--- src/lsfd_pkg.sv ---
// ----------------------------------------------------------------------------
// lsfd_pkg
// Shared types and constants for the serial frame deframer.
// ----------------------------------------------------------------------------
`default_nettype none

package lsfd_pkg;

  // Register indexes on the configuration port
  localparam logic [1:0] REG_SYNC_FIRST    = 2'd0;
  localparam logic [1:0] REG_SYNC_SECOND   = 2'd1;
  localparam logic [1:0] REG_GARBAGE_LIMIT = 2'd2;

  // Register reset values
  localparam logic [7:0] SYNC_FIRST_RST    = 8'h5A;
  localparam logic [7:0] SYNC_SECOND_RST   = 8'hA5;
  localparam logic [7:0] GARBAGE_LIMIT_RST = 8'd16;

  // Frame format limits
  localparam logic [7:0] CMD_LOW  = 8'h80;
  localparam logic [7:0] CMD_HIGH = 8'h84;
  localparam logic [7:0] MIN_LEN  = 8'd3;

  typedef enum logic [2:0] {
    KIND_PAYLOAD  = 3'd0,
    KIND_NO_SYNC  = 3'd1,
    KIND_BAD_SYNC = 3'd2,
    KIND_BAD_LEN  = 3'd3,
    KIND_BAD_CMD  = 3'd4
  } kind_e;

  typedef enum logic [4:0] {
    PH_HUNT    = 5'b00001,
    PH_SYNC2   = 5'b00010,
    PH_LENGTH  = 5'b00100,
    PH_COMMAND = 5'b01000,
    PH_PAYLOAD = 5'b10000
  } phase_e;

  typedef struct packed {
    logic [7:0] sync_first;
    logic [7:0] sync_second;
    logic [7:0] garbage_limit;
  } cfg_t;

  typedef struct packed {
    logic       valid;
    kind_e      kind;
    logic [7:0] data;
    logic [7:0] command;
    logic [7:0] index;
    logic       last;
  } result_t;

endpackage

`default_nettype wire

--- src/lsfd_parser.sv ---
// ----------------------------------------------------------------------------
// lsfd_parser
// Frame parser state machine: one received byte per step, at most one result.
// ----------------------------------------------------------------------------
`default_nettype none

module lsfd_parser
  import lsfd_pkg::*;
(
  input  wire logic       clk_i,
  input  wire logic       rst_ni,
  input  wire logic       step_i,
  input  wire logic [7:0] byte_i,
  input  wire cfg_t       cfg_i,
  output result_t         res_o
);

  phase_e     phase_q, phase_d;
  logic [7:0] garbage_q, garbage_d;
  logic [7:0] length_q, length_d;
  logic [7:0] taken_q, taken_d;
  logic [7:0] command_q, command_d;

  always_comb begin
    logic [7:0] taken_inc;
    taken_inc = taken_q + 8'd1;

    phase_d   = phase_q;
    garbage_d = garbage_q;
    length_d  = length_q;
    taken_d   = taken_q;
    command_d = command_q;

    res_o         = '0;
    res_o.kind    = KIND_PAYLOAD;
    res_o.data    = byte_i;

    case (phase_q)
      PH_SYNC2: begin
        if (byte_i != cfg_i.sync_second) begin
          res_o.valid = 1'b1;
          res_o.kind  = KIND_BAD_SYNC;
          phase_d     = PH_HUNT;
        end else begin
          phase_d = PH_LENGTH;
        end
      end
      PH_LENGTH: begin
        if (byte_i < MIN_LEN) begin
          res_o.valid = 1'b1;
          res_o.kind  = KIND_BAD_LEN;
          phase_d     = PH_HUNT;
        end else begin
          length_d = byte_i;
          phase_d  = PH_COMMAND;
        end
      end
      PH_COMMAND: begin
        if (byte_i < CMD_LOW || byte_i > CMD_HIGH) begin
          res_o.valid = 1'b1;
          res_o.kind  = KIND_BAD_CMD;
          phase_d     = PH_HUNT;
        end else begin
          command_d = byte_i;
          taken_d   = 8'd1;
          phase_d   = PH_PAYLOAD;
        end
      end
      PH_PAYLOAD: begin
        res_o.valid   = 1'b1;
        res_o.command = command_q;
        res_o.index   = taken_q - 8'd1;
        res_o.last    = (taken_inc == length_q);
        taken_d       = taken_inc;
        if (taken_inc == length_q) begin
          phase_d = PH_HUNT;
        end
      end
      default: begin
        // hunt, also any unused phase code
        phase_d = PH_HUNT;
        if (byte_i == cfg_i.sync_first) begin
          garbage_d = '0;
          phase_d   = PH_SYNC2;
        end else if (garbage_q >= cfg_i.garbage_limit) begin
          garbage_d   = '0;
          res_o.valid = 1'b1;
          res_o.kind  = KIND_NO_SYNC;
        end else begin
          garbage_d = garbage_q + 8'd1;
        end
      end
    endcase

    if (!step_i) begin
      res_o.valid = 1'b0;
    end
  end

  always_ff @(posedge clk_i or negedge rst_ni) begin
    if (!rst_ni) begin
      phase_q   <= PH_HUNT;
      garbage_q <= '0;
      length_q  <= '0;
      taken_q   <= '0;
      command_q <= '0;
    end else if (step_i) begin
      phase_q   <= phase_d;
      garbage_q <= garbage_d;
      length_q  <= length_d;
      taken_q   <= taken_d;
      command_q <= command_d;
    end
  end

endmodule

`default_nettype wire

--- src/lsfd_out_reg.sv ---
// ----------------------------------------------------------------------------
// lsfd_out_reg
// Result register toward the output channel.
// ----------------------------------------------------------------------------
`default_nettype none

module lsfd_out_reg
  import lsfd_pkg::*;
(
  input  wire logic    clk_i,
  input  wire logic    rst_ni,
  input  wire logic    load_i,
  input  wire result_t res_i,
  input  wire logic    out_ready_i,
  output logic         out_valid_o,
  output result_t      data_o
);

  logic    valid_q;
  result_t data_q;

  always_ff @(posedge clk_i or negedge rst_ni) begin
    if (!rst_ni) begin
      valid_q <= 1'b0;
    end else if (load_i) begin
      valid_q <= res_i.valid;
    end else if (out_ready_i) begin
      valid_q <= 1'b0;
    end
  end

  always_ff @(posedge clk_i) begin
    if (load_i && res_i.valid) begin
      data_q <= res_i;
    end
  end

  assign out_valid_o = valid_q;
  assign data_o      = data_q;

endmodule

`default_nettype wire

--- src/lcd_serial_frame_deframer_top.sv ---
// ----------------------------------------------------------------------------
// lcd_serial_frame_deframer_top
// Recovers SYNC1 SYNC2 LEN CMD payload frames from a received byte stream.
// ----------------------------------------------------------------------------
//
//  Channel   Signals                                        Dir
//  -------   ---------------------------------------------  ---
//  rx byte   in_valid_i / in_ready_o, rx_byte_i             in
//  result    out_valid_o / out_ready_i, result_kind_o,      out
//            payload_byte_o, frame_command_o,
//            payload_index_o, frame_last_o
//  config    cfg_we_i, cfg_idx_i, cfg_wdata_i               in
//
//  One byte per cycle sustained while results are taken. A byte transfer
//  lands in an input register; in the next cycle the parser state machine
//  consumes it and the following edge loads the result register, which
//  drives out_valid_o, so a result goes out behind both registers.
//  Reset puts the parser in sync hunt and the registers at 0x5A, 0xA5, 16.
//  A stalled result register holds the input register, which then drops
//  in_ready_o; no bytes are lost or dropped.
// ----------------------------------------------------------------------------
`default_nettype none

module lcd_serial_frame_deframer_top
  import lsfd_pkg::*;
(
  input  wire logic       clk_i,
  input  wire logic       rst_ni,
  // received bytes
  input  wire logic       in_valid_i,
  output logic            in_ready_o,
  input  wire logic [7:0] rx_byte_i,
  // results
  output logic            out_valid_o,
  input  wire logic       out_ready_i,
  output logic [2:0]      result_kind_o,
  output logic [7:0]      payload_byte_o,
  output logic [7:0]      frame_command_o,
  output logic [7:0]      payload_index_o,
  output logic            frame_last_o,
  // configuration writes
  input  wire logic       cfg_we_i,
  input  wire logic [1:0] cfg_idx_i,
  input  wire logic [7:0] cfg_wdata_i
);

  // Configuration registers
  cfg_t cfg_q;

  always_ff @(posedge clk_i or negedge rst_ni) begin
    if (!rst_ni) begin
      cfg_q.sync_first    <= SYNC_FIRST_RST;
      cfg_q.sync_second   <= SYNC_SECOND_RST;
      cfg_q.garbage_limit <= GARBAGE_LIMIT_RST;
    end else if (cfg_we_i) begin
      case (cfg_idx_i)
        REG_SYNC_FIRST:    cfg_q.sync_first    <= cfg_wdata_i;
        REG_SYNC_SECOND:   cfg_q.sync_second   <= cfg_wdata_i;
        REG_GARBAGE_LIMIT: cfg_q.garbage_limit <= cfg_wdata_i;
        default: ; // unmapped index: ignored
      endcase
    end
  end

  // Input register. It advances whenever the result register is free or
  // is being drained this cycle, whether or not the byte yields a result.
  logic       in_valid_q;
  logic [7:0] in_byte_q;
  logic       advance;

  assign advance    = in_valid_q && (!out_valid_o || out_ready_i);
  assign in_ready_o = !in_valid_q || advance;

  always_ff @(posedge clk_i or negedge rst_ni) begin
    if (!rst_ni) begin
      in_valid_q <= 1'b0;
    end else if (in_ready_o) begin
      in_valid_q <= in_valid_i;
    end
  end

  always_ff @(posedge clk_i) begin
    if (in_valid_i && in_ready_o) begin
      in_byte_q <= rx_byte_i;
    end
  end

  // Parser: state update and result decode in one step
  result_t res;

  lsfd_parser u_parser (
    .clk_i  (clk_i),
    .rst_ni (rst_ni),
    .step_i (advance),
    .byte_i (in_byte_q),
    .cfg_i  (cfg_q),
    .res_o  (res)
  );

  // Result register
  result_t out_data;

  lsfd_out_reg u_out_reg (
    .clk_i       (clk_i),
    .rst_ni      (rst_ni),
    .load_i      (advance),
    .res_i       (res),
    .out_ready_i (out_ready_i),
    .out_valid_o (out_valid_o),
    .data_o      (out_data)
  );

  assign result_kind_o   = out_data.kind;
  assign payload_byte_o  = out_data.data;
  assign frame_command_o = out_data.command;
  assign payload_index_o = out_data.index;
  assign frame_last_o    = out_data.last;

`ifndef NO_ASSERTIONS
  a_kind_range: assert property (@(posedge clk_i) disable iff (!rst_ni)
    out_valid_o |-> result_kind_o <= KIND_BAD_CMD)
    else $error("result kind out of range");

  a_last_is_payload: assert property (@(posedge clk_i) disable iff (!rst_ni)
    out_valid_o && frame_last_o |-> result_kind_o == KIND_PAYLOAD)
    else $error("last flag on an error result");

  a_error_fields: assert property (@(posedge clk_i) disable iff (!rst_ni)
    out_valid_o && result_kind_o != KIND_PAYLOAD
      |-> frame_command_o == 8'd0 && payload_index_o == 8'd0)
    else $error("error result carries frame fields");

  a_stall_cause: assert property (@(posedge clk_i) disable iff (!rst_ni)
    !in_ready_o |-> in_valid_q && out_valid_o && !out_ready_i)
    else $error("input stalled without a blocked result");
`endif

endmodule

`default_nettype wire

--- config.mk ---
export PLATFORM = sky130hd
export DESIGN_NAME = lcd_serial_frame_deframer_top
export DESIGN_NICKNAME = d
export VERILOG_FILES = /design/src/lsfd_pkg.sv /design/src/lsfd_parser.sv /design/src/lsfd_out_reg.sv /design/src/lcd_serial_frame_deframer_top.sv
export SDC_FILE = /design/constraint.sdc
export NUM_CORES = 1
export LEC_CHECK = 0
export BUFFER_PORTS_ARGS = -buffer_cell sky130_fd_sc_hd__buf_2
export CORE_ASPECT_RATIO = 1.2
export CORE_MARGIN = 4
export CORE_UTILIZATION = 34
export CTS_CLUSTER_DIAMETER = 60
export CTS_CLUSTER_SIZE = 20
export DETAILED_ROUTE_END_ITERATION = 10
export SLEW_MARGIN = 5
export SYNTH_ARGS = -nofsm -noshare
export SYNTH_HDL_FRONTEND = slang
export SYNTH_SLANG_ARGS = --single-unit
--- constraint.sdc ---
create_clock -name clk_i -period 6.5 [get_ports clk_i]
set_input_delay 0.65 -clock clk_i [delete_from_list [all_inputs] [get_ports clk_i]]
set_output_delay 0.65 -clock clk_i [all_outputs]
set_load 0.01 [all_outputs]
==> run_results.csv, run 1 <==
group,metric,value,unit
synth,async_flop_share,63.64,%
clock_network,ctsHoldBuffers,0,
global_route,antenna_found_initial,0,
sta,slew_viol_final,0,
sta,hold_violations,0,
sta,slew_headroom,45.24,%
floorplan,initial_core_util,35.03,%
setup_path,path_max_fanout,20,
synth,avgSynthCellArea,12.35,µm²
hold_path,hp-class,"flop to flop",
clock_network,h-tree-depth,3,
routing,initialDrtViolationCount,173,
global_route,grt_pass1_vias,3032,
floorplan,ios,53,
final_layout,area_delta_synth_final,14.75,%
setup_path,worstPathArrival,2.80,ns
clock_network,cts_tree,"done",
global_route,grt_max_degree,64,
final_layout,final_util,40.19,%
sta,setup_tns,0,ns
clock_network,ctsRootBufferMaster,"clkbuf_16",
hold_path,worstHoldPathCells,1,
synth,ys_types,51,
power_and_ir_drop,p_per_area,271.9,nW/µm²
floorplan,dieArea,15640,µm²
sta,finalSetupViolations,0,
sta,period_needed,2.795,ns
placed_design,portBuffers,52,
power_and_ir_drop,irDropWorstVdd,0.0001585,V
routing,wire_per_inst,15.58,µm
placed_design,dp_hpwl,6.840,mm
routing,drcViolationCount,0,
final_layout,diodes,0,
sta,setup_ws,3.705,ns
final_layout,drive_gt1_share,28.05,%
floorplan,coreArea,13300,µm²
routing,routed_via_density,4.924,
setup_path,r2r-start,"u_parser.phase_q[4]$_DFFE_PN0P_",
status,outcome,"completed",
setup_path,start_kind,"flop",
synth,ys_warn_count,0,
final_layout,multi_input_area,1859,µm²
sta,fin_crit_sh,43.00,%
floorplan,die_h,136.2,µm
setup_path,path_delay_family,"simple AND/OR/NAND/NOR gates",
setup_path,path_cells,"or3_4 > or3b_1 > o22ai_1 > a211oi_1 > nor2_2 > buf_4",
global_route,grt_first_pass_wirelength,15.52,mm
floorplan,rows,46,
sta,clock_skew,0.004101,ns
synth,synthesis.area,4657,µm²
hold_path,whs_endpoint,"u_parser.command_q[7]$_DFFE_PN0P_",
hold_path,hp-start,"u_parser.command_q[7]$_DFFE_PN0P_",
setup_path,path_class,"flop to flop",
power_and_ir_drop,cellLeakagePower,2.351,nW
synth,yosys.area.top_type,"dfrtp_1",
synth,synth_ff_type,"dfrtp_1",
clock_network,cts_inserted_buffers,9,
routing,drtAntennaViolNets,0,
clock_network,insertion_delay,0.33,ns
setup_path,rr_endpoint,"u_out_reg.data_o[26]$_DFFE_PP_",
flow_run,drv_cap,0,
final_layout,seq_area,2670,µm²
clock_network,postCtsSetupBuffers,0,
routing,wl,9.397,mm
clock_network,cts_resized,0,
global_route,grt_overflow,0,
sta,max_freq,0.3578,GHz
synth,synth_seq_cells,99,
setup_path,timing.critical_path.buf_inv,1,
setup_path,cp.required,6.51,ns
synth,seq_area_frac_synth,57.33,%
setup_path,slowest_delay,0.44,ns
setup_path,end_kind,"flop",
global_route,grt_use_total,12.68,%
synth,synth_area_leaders,"dfrtp_1 (28%), edfxtp_1 (23%), mux2_2 (6.8%)",
synth,synth_edf_count,36,
routing,firstDrtPassIters,4,
sta,rsz0062_at_grt,"no",
synth,synth_top_area_share,28.48,%
synth,synthCells,377,
setup_path,crit_path_top_delay_cell,"dfrtp_1",
sta,worst_slew_pin_slew,0.8214,ns
synth,syn_nets,411,
setup_path,reg2reg_slack,3.71,ns
setup_path,r2r.worst_path.cells,6,
clock_network,clkTransAtPathRegs,0.06,ns
clock_network,cts.sink_count,99,
routing,vias,2969,
final_layout,final_nets,464,
final_layout,nFillCells,1270,
clock_network,clk_path_buf_depth,2,
placed_design,place_ws,3.730,ns
placed_design,gp_congestion,0.8218,
floorplan,chipWidth,114.8,µm
==> layout by cell type, fill, tap and decap left out, drive strengths merged, types with 9 or more instances in the layout <==
master and n:
and2 11, and3 9, buf 55, clkbuf 14
dfrtp 53, dfstp 10, edfxtp 36, ha 11
inv 16, mux2 36, nand2 16, nor2 28
nor2b 9, o21ai 23, xnor2 17, xor2 15
==> sequential cells by signal, indices dropped and copies added, names as in the netlist <==
name	flops
u_parser.garbage_q	8
u_parser.length_q	8
in_valid_q	1
u_out_reg.out_valid_o	1
u_parser.taken_q	8
u_parser.command_q	8
cfg_q	24
in_byte_q	8
u_parser.phase_q	5
u_out_reg.data_o	28
==> final cells by class <==
| type | instances | area share (%) |
|---|---|---|
| sequential | 99 | 49.96 |
| multi-input combinational | 250 | 34.79 |
| timing repair buffer | 55 | 5.291 |
| clock buffer | 14 | 4.753 |
| tap | 168 | 3.934 |
| inverter | 15 | 1.054 |
| clock inverter | 2 | 0.2107 |
==> worst max-delay path by stage <==
stage	start	endpoint	slack [ns]	cells after the start
after floorplan	u_parser.phase_q[4]$_DFFE_PN0P_	u_out_reg.data_o[0]$_SDFFCE_PN0P_	3.35	5
after global placement	in_byte_q[3]$_DFFE_PP_	u_out_reg.data_o[4]$_SDFFCE_PN0P_	3.82	6
after detailed placement	in_byte_q[3]$_DFFE_PP_	u_out_reg.data_o[2]$_SDFFCE_PN0P_	3.73	6
after CTS	in_byte_q[3]$_DFFE_PP_	u_out_reg.data_o[16]$_SDFFCE_PN0P_	3.72	6
after global routing	in_byte_q[3]$_DFFE_PP_	u_out_reg.data_o[26]$_DFFE_PP_	3.50	6
final	u_parser.phase_q[4]$_DFFE_PN0P_	u_out_reg.data_o[26]$_DFFE_PP_	3.71	6
==> metrics by stage <==
stage | instance area, µm² | total power (W) | std cells | hold WS [ns]
6_report | 5344 | 0.001453 | 603 | 0.4661
5_1_grt | 5344 | 0.001539 | 603 | 0.4766
4_1_cts | 5344 | 0.001475 | 603 | 0.4634
3_5_place_dp | 5079 | 0.0009839 | 587 | 0.4489
3_3_place_gp | 5079 | 0.0009760 | 587 | 0.4448
2_1_floorplan | 4657 | 0.0009062 | 377 | 0.3544
==> routing by layer <==
| metal | global-route usage [%] | wire length (µm) | share of wire (%) |
|---|---|---|---|
| met4 | 4.566 | 148 | 1.6 |
| met3 | 2.582 | 429 | 4.6 |
| met2 | 20.81 | 4627 | 49 |
| met1 | 16.61 | 4191 | 45 |
| met5 | 0 | 0 | 0 |
==> cell families after synthesis <==
group	after synthesis	share of synthesized area, %
AND/OR/NAND/NOR	112	13.14
flip-flops	99	57.33
AO/OA/AOI/OAI	59	8.410
multiplexers	36	9.350
XOR/XNOR	32	6.018
buffers and inverters	28	2.794
adder cells (fa/ha/maj)	11	2.955
==> power by group <==
| part | internal (W) | leakage [nW] | total [W] | switching (W) |
|---|---|---|---|---|
| clock | 0.000270 | 0.131 | 0.000484 | 0.000213 |
| combinational | 0.0000983 | 1.08 | 0.000200 | 0.000101 |
| sequential | 0.000719 | 1.14 | 0.000769 | 0.0000504 |
| total | 0.00109 | 2.35 | 0.00145 | 0.000365 |
==> cell usage after synthesis, types with 6 or more instances <==
master / n
dfrtp_1: 53
edfxtp_1: 36
mux2_2: 28
nor2_1: 28
o21ai_0: 22
xnor2_1: 17
nand2_1: 16
inv_1: 15
xor2_1: 15
and2_1: 11
ha_1: 11
dfstp_2: 10
nor2b_1: 9
a22o_1: 8
and3_1: 8
mux2_4: 8
nand2b_1: 7
a21oi_1: 6
clkbuf_1: 6
nand3_1: 6
Note: power is estimated with default switching activity, not from simulation.
==> run 2, diff against run 1 <==
- clock period: 6.5 -> 2.7 ns (I/O delays scaled with it)
==> run 2 against run 1 <==
  * Via count up 0.64%
  * Core utilization is 0.59 points higher
  * Maximum frequency up 16%
  * Wire length decreased by 3.0%
  * Global-route usage down 0.25 points
  * Worst hold slack worse by 0.38 ns
  * Non-clock buffer count up 6
  * Power increased by 150%
  * Highest routed layer unchanged
==> run_results.csv, run 2 (synthesis gave the netlist of run 1 again) <==
group,metric,value,unit
final_layout,area_delta_synth_final,16.44,%
power_and_ir_drop,irDropWorstVdd,0.0003821,V
clock_network,cts_inserted_buffers,9,
clock_network,h-tree-depth,3,
sta,clock_skew,0.01166,ns
floorplan,rows,46,
setup_path,reg2reg_slack,0.29,ns
floorplan,ios,53,
setup_path,worstPathArrival,2.45,ns
floorplan,chipWidth,114.8,µm
routing,routed_via_density,4.906,
setup_path,rr_endpoint,"u_out_reg.data_o[5]$_SDFFCE_PN0P_",
setup_path,slowest_delay,0.44,ns
power_and_ir_drop,total_power,0.003617,W
final_layout,mostFrequentLayoutCells,"dfrtp_1 (53), buf_2 (52), edfxtp_1 (36)",
global_route,grt_pass1_vias,2968,
final_layout,design_area,5423,µm²
clock_network,cts_tree,"done",
final_layout,largest_reg_flops,28,
power_and_ir_drop,cellLeakagePower,2.388,nW
routing,drtAntennaViolNets,0,
placed_design,dp_hpwl,6.816,mm
placed_design,portBuffers,52,
routing,wire_per_inst,14.96,µm
floorplan,dieArea,15640,µm²
final_layout,drive_gt1_share,29.71,%
setup_path,path_class,"flop to flop",
setup_path,path_cells,"or3_4 > or3b_1 > o22ai_1 > a211oi_1 > nor2_2 > buf_4",
floorplan,initial_core_util,35.03,%
global_route,grt_use_total,12.43,%
sta,slew_viol_final,0,
setup_path,start_kind,"flop",
global_route,grt_overflow,0,
clock_network,insertion_delay,0.35,ns
sta,period_needed,2.411,ns
sta,max_freq,0.4147,GHz
global_route,grt_first_pass_wirelength,15.04,mm
global_route,grt_max_degree,64,
clock_network,clk_path_buf_depth,2,
clock_network,ctsRootBufferMaster,"clkbuf_16",
setup_path,crit_path_top_delay_cell,"dfrtp_1",
status,outcome,"completed",
routing,wl,9.112,mm
sta,worst_slew_pin_slew,0.7859,ns
placed_design,place_ws,0.3129,ns
clock_network,clkTransAtPathRegs,0.07,ns
final_layout,final_util,40.79,%
power_and_ir_drop,p_per_area,666.9,nW/µm²
routing,firstDrtPassIters,4,
flow_run,drv_cap,0,
sta,setup_ws,0.2888,ns
final_layout,diodes,0,
floorplan,coreArea,13300,µm²
setup_path,cp.required,2.73,ns
sta,finalSetupViolations,0,
clock_network,postCtsSetupBuffers,0,
setup_path,r2r.worst_path.cells,6,
setup_path,end_kind,"flop",
placed_design,place_area,5124,µm²
clock_network,ctsHoldBuffers,0,
clock_network,cts.sink_count,99,
routing,drcViolationCount,0,
sta,setup_tns,0,ns
sta,slew_headroom,47.61,%
final_layout,final_nets,470,
routing,vias,2988,
routing,initialDrtViolationCount,126,
sta,fin_crit_sh,89.30,%
sta,hold_violations,0,
final_layout,final_common_cell,"dfrtp_1",
setup_path,r2r-start,"u_parser.phase_q[4]$_DFFE_PN0P_",
global_route,antenna_found_initial,0,
setup_path,path_max_fanout,20,
sta,rsz0062_at_grt,"no",
floorplan,die_h,136.2,µm
placed_design,gp_congestion,0.7565,
hold_path,hp-class,"input port to asynchronous set/reset pin",
clock_network,cts_resized,0,
setup_path,startpoint,"u_parser.phase_q[4]$_DFFE_PN0P_",
-- run 2: changes by cell type in the layout (fill, tap and decap cells not counted), moves of 2 or more --
cell        change
inv_6           +2
clkinvlp_4      +3
clkbuf_1        -4
buf_4           +6
-- run 2: metal layers --
metal | vias to the layer above | GRT usage [%] | share of wire [%]
met1 | 1437 | 15.54 | 44
met4 | 0 | 5.545 | 2.2
met5 | - | 0 | 0
met3 | 16 | 2.850 | 4.3
met2 | 61 | 20.49 | 50
li1 | 1474 | - | -
-- run 2: worst max-delay path, delay by kind of cell, from the launching register on --
family | cells | cell delay [ns]
AND/OR/NAND/NOR | 3 | 0.98
buffers and inverters | 1 | 0.28
flip-flops | 1 | 0.44
AO/OA/AOI/OAI | 2 | 0.39
-- run 2: metrics by stage --
step | hold WS, ns | instances
detailed placement | 0.4488 | 593
global placement | 0.4446 | 593
floorplan | -0.02559 | 377
global route | 0.08441 | 609
CTS | 0.08611 | 609
finish | 0.08135 | 609
-- run 2: worst max-delay path by stage --
stage / end / slack (ns) / depth (start not counted)
6_report: u_out_reg.data_o[5]$_SDFFCE_PN0P_ / 0.29 / 6
5_1_grt: u_out_reg.data_o[5]$_SDFFCE_PN0P_ / 0.13 / 9
4_1_cts: u_out_reg.data_o[6]$_SDFFCE_PN0P_ / 0.29 / 6
3_5_place_dp: u_out_reg.data_o[6]$_SDFFCE_PN0P_ / 0.31 / 6
3_3_place_gp: u_parser.length_q[4]$_DFFE_PN0P_ / 0.35 / 4
2_1_floorplan: u_out_reg.data_o[0]$_SDFFCE_PN0P_ / 0.007 / 5
-- run 2: cell type report --
type,instances,area [µm²]
Clock inverter,7,73.82
Multi-Input combinational cell,250,1859
Clock buffer,9,225.2
Tap cell,168,210.2
Inverter,15,56.30
Sequential cell,99,2670
Fill cell,1248,7873
Timing Repair Buffer,61,327.8
-- run 2: power breakdown --
group / leakage [nW] / switching (W) / internal, W / total [W]
clock: 0.136 / 0.000560 / 0.000721 / 0.00128
sequential: 1.14 / 0.000117 / 0.00173 / 0.00185
combinational: 1.11 / 0.000244 / 0.000245 / 0.000489
total: 2.39 / 0.000921 / 0.00270 / 0.00362
==> run 3, diff against run 2 <==
- CORE_ASPECT_RATIO: 1.2 -> 0.8
- CORE_MARGIN: 4 -> 2
==> run 3 against run 2 <==
  * Sequential power about the same
  * Global-route usage increased by 1.1 points
  * Wire length increased by 0.99%
  * Worst hold slack improved by 0.019 ns
  * Critical path depth unchanged
  * Via count increased by 0.57%
  * Non-clock buffer count increased by 6
  * Core utilization increased by 0.30 points
  * Critical endpoint is now u_out_reg.data_o[9]$_SDFFCE_PN0P_
==> run_results.csv, run 3 (synthesis gave the netlist of run 1 again) <==
group,metric,value,unit
floorplan,initial_core_util,34.61,%
hold_path,hp-class,"input port to flop",
floorplan,die_h,108.7,µm
routing,drtAntennaViolNets,0,
setup_path,r2r.worst_path.cells,6,
global_route,grt_max_degree,40,
sta,rsz0062_at_grt,"no",
clock_network,cts.sink_count,99,
clock_network,ctsRootBufferMaster,"clkbuf_16",
clock_network,clk_path_buf_depth,2,
setup_path,path_max_fanout,20,
floorplan,rows,38,
routing,wire_per_inst,14.68,µm
final_layout,final_cell_count_no_fill,627,
routing,firstDrtPassIters,4,
sta,fin_crit_sh,91.70,%
placed_design,dp_hpwl,6.855,mm
placed_design,portBuffers,52,
floorplan,coreArea,13460,µm²
final_layout,diodes,0,
sta,slew_viol_final,0,
global_route,grt_pass1_vias,2980,
setup_path,reg2reg_slack,0.22,ns
routing,wl,9.202,mm
power_and_ir_drop,irDropWorstVdd,0.0003478,V
sta,max_freq,0.4039,GHz
sta,period_needed,2.476,ns
power_and_ir_drop,cellLeakagePower,2.437,nW
power_and_ir_drop,total_power,0.003729,W
clock_network,h-tree-depth,3,
power_and_ir_drop,p_per_area,674.4,nW/µm²
clock_network,postCtsSetupBuffers,0,
routing,drcViolationCount,0,
final_layout,largest_reg_flops,28,
routing,initialDrtViolationCount,166,
status,outcome,"completed",
clock_network,cts_tree,"done",
hold_path,whs_endpoint,"in_byte_q[0]$_DFFE_PP_",
hold_path,hp-start,"rx_byte_i[0]",
global_route,grt_first_pass_wirelength,15.25,mm
floorplan,chipWidth,134.9,µm
setup_path,end_kind,"flop",
final_layout,area_delta_synth_final,18.73,%
setup_path,cp.required,2.75,ns
final_layout,final_common_cell,"dfrtp_1",
setup_path,rr_endpoint,"u_out_reg.data_o[9]$_SDFFCE_PN0P_",
clock_network,insertion_delay,0.34,ns
sta,setup_tns,0,ns
routing,vias,3005,
placed_design,dp.cells,610,
setup_path,start_kind,"flop",
clock_network,clkTransAtPathRegs,0.07,ns
hold_path,worstHoldPathCells,1,
floorplan,ios,53,
setup_path,path_class,"flop to flop",
setup_path,r2r-start,"u_parser.phase_q[1]$_DFFE_PN0P_",
global_route,grt_use_total,13.49,%
floorplan,dieArea,14660,µm²
final_layout,final_nets,476,
clock_network,cts_inserted_buffers,9,
final_layout,drive_gt1_share,30.65,%
sta,hold_violations,0,
sta,slew_headroom,62.99,%
placed_design,gp_congestion,0.8083,
flow_run,drv_cap,0,
final_layout,mostFrequentLayoutCells,"dfrtp_1 (53), buf_2 (52), edfxtp_1 (36)",
setup_path,worstPathArrival,2.52,ns
sta,worst_slew_pin_slew,0.5514,ns
sta,clock_skew,0.007177,ns
global_route,antenna_found_initial,0,
global_route,grt_overflow,0,
routing,routed_via_density,4.793,
sta,finalSetupViolations,0,
-- run 3: cell count changes in the layout (fill, tap and decap cells not counted) --
| cell | delta |
|---|---|
| clkinv_2 | +1 |
| clkinvlp_4 | -1 |
| clkinv_1 | -1 |
| bufinv_16 | +1 |
| nor2_2 | -1 |
| inv_8 | +1 |
| inv_6 | -1 |
| nor2_4 | +1 |
| buf_12 | +1 |
| dlygate4sd3_1 | +1 |
| buf_4 | +4 |
-- run 3: worst max-delay path by stage --
stage | from | endpoint | cells after the start
after floorplan | u_parser.phase_q[4]$_DFFE_PN0P_ | u_out_reg.data_o[0]$_SDFFCE_PN0P_ | 5
after global placement | u_parser.phase_q[1]$_DFFE_PN0P_ | u_out_reg.data_o[12]$_SDFFCE_PN0P_ | 6
after detailed placement | u_parser.phase_q[1]$_DFFE_PN0P_ | u_out_reg.data_o[6]$_SDFFCE_PN0P_ | 6
after CTS | u_parser.phase_q[1]$_DFFE_PN0P_ | u_out_reg.data_o[9]$_SDFFCE_PN0P_ | 6
after global routing | u_parser.phase_q[1]$_DFFE_PN0P_ | u_out_reg.data_o[9]$_SDFFCE_PN0P_ | 6
final | u_parser.phase_q[1]$_DFFE_PN0P_ | u_out_reg.data_o[9]$_SDFFCE_PN0P_ | 6
-- run 3: through the flow --
| step | area [µm²] | hold WS [ns] | util (%) | setup WS (ns) |
|---|---|---|---|---|
| 2_1_floorplan | 4659 | -0.02559 | - | 0.006774 |
| 3_3_place_gp | 5189 | 0.1031 | 38.56 | 0.1593 |
| 3_5_place_dp | 5189 | 0.1023 | 38.56 | 0.06509 |
| 4_1_cts | 5524 | 0.08739 | 41.05 | 0.04526 |
| 5_1_grt | 5529 | 0.09269 | 41.09 | 0.03000 |
| 6_report | 5529 | 0.1004 | 41.09 | 0.2240 |
-- run 3: worst max-delay path, cell delays in order, from the launching register on --
cell and delay (ns):
dfrtp_1 0.44, or3_4 0.41, or3b_1 0.41, o22ai_1 0.28
a211oi_1 0.14, nor2_4 0.28, buf_12 0.21
-- run 3: layout make-up --
| type | instances | area, µm² |
|---|---|---|
| clock inverter | 7 | 100.1 |
| timing repair buffer | 67 | 387.9 |
| fill | 1279 | 7926 |
| tap | 180 | 225.2 |
| inverter | 15 | 56.30 |
| sequential | 99 | 2670 |
| multi-input combinational | 250 | 1864 |
| clock buffer | 9 | 225.2 |
-- run 3: power breakdown --
| group | switching (W) | internal [W] | total [W] | leakage, nW |
|---|---|---|---|---|
| combinational | 0.000244 | 0.000249 | 0.000493 | 1.14 |
| clock | 0.000567 | 0.000820 | 0.00139 | 0.154 |
| sequential | 0.000120 | 0.00173 | 0.00185 | 1.14 |
| total | 0.000931 | 0.00280 | 0.00373 | 2.44 |
-- run 3: timing repair --
| action | in CTS | in global routing |
|---|---|---|
| endpoints found under the hold margin | 3 | 0 |
| hold buffers | 1 | 0 |
| resized for setup | 0 | 1 |
| setup endpoints to repair | 0 | 20 |
-- run 3: layer usage --
metal | global-route usage, % | up-vias | part of all wire, %
met5 | 0 | - | 0
met2 | 20.41 | 66 | 44
li1 | - | 1475 | -
met1 | 19.44 | 1457 | 51
met4 | 3.158 | 0 | 0.83
met3 | 3.580 | 7 | 4.0
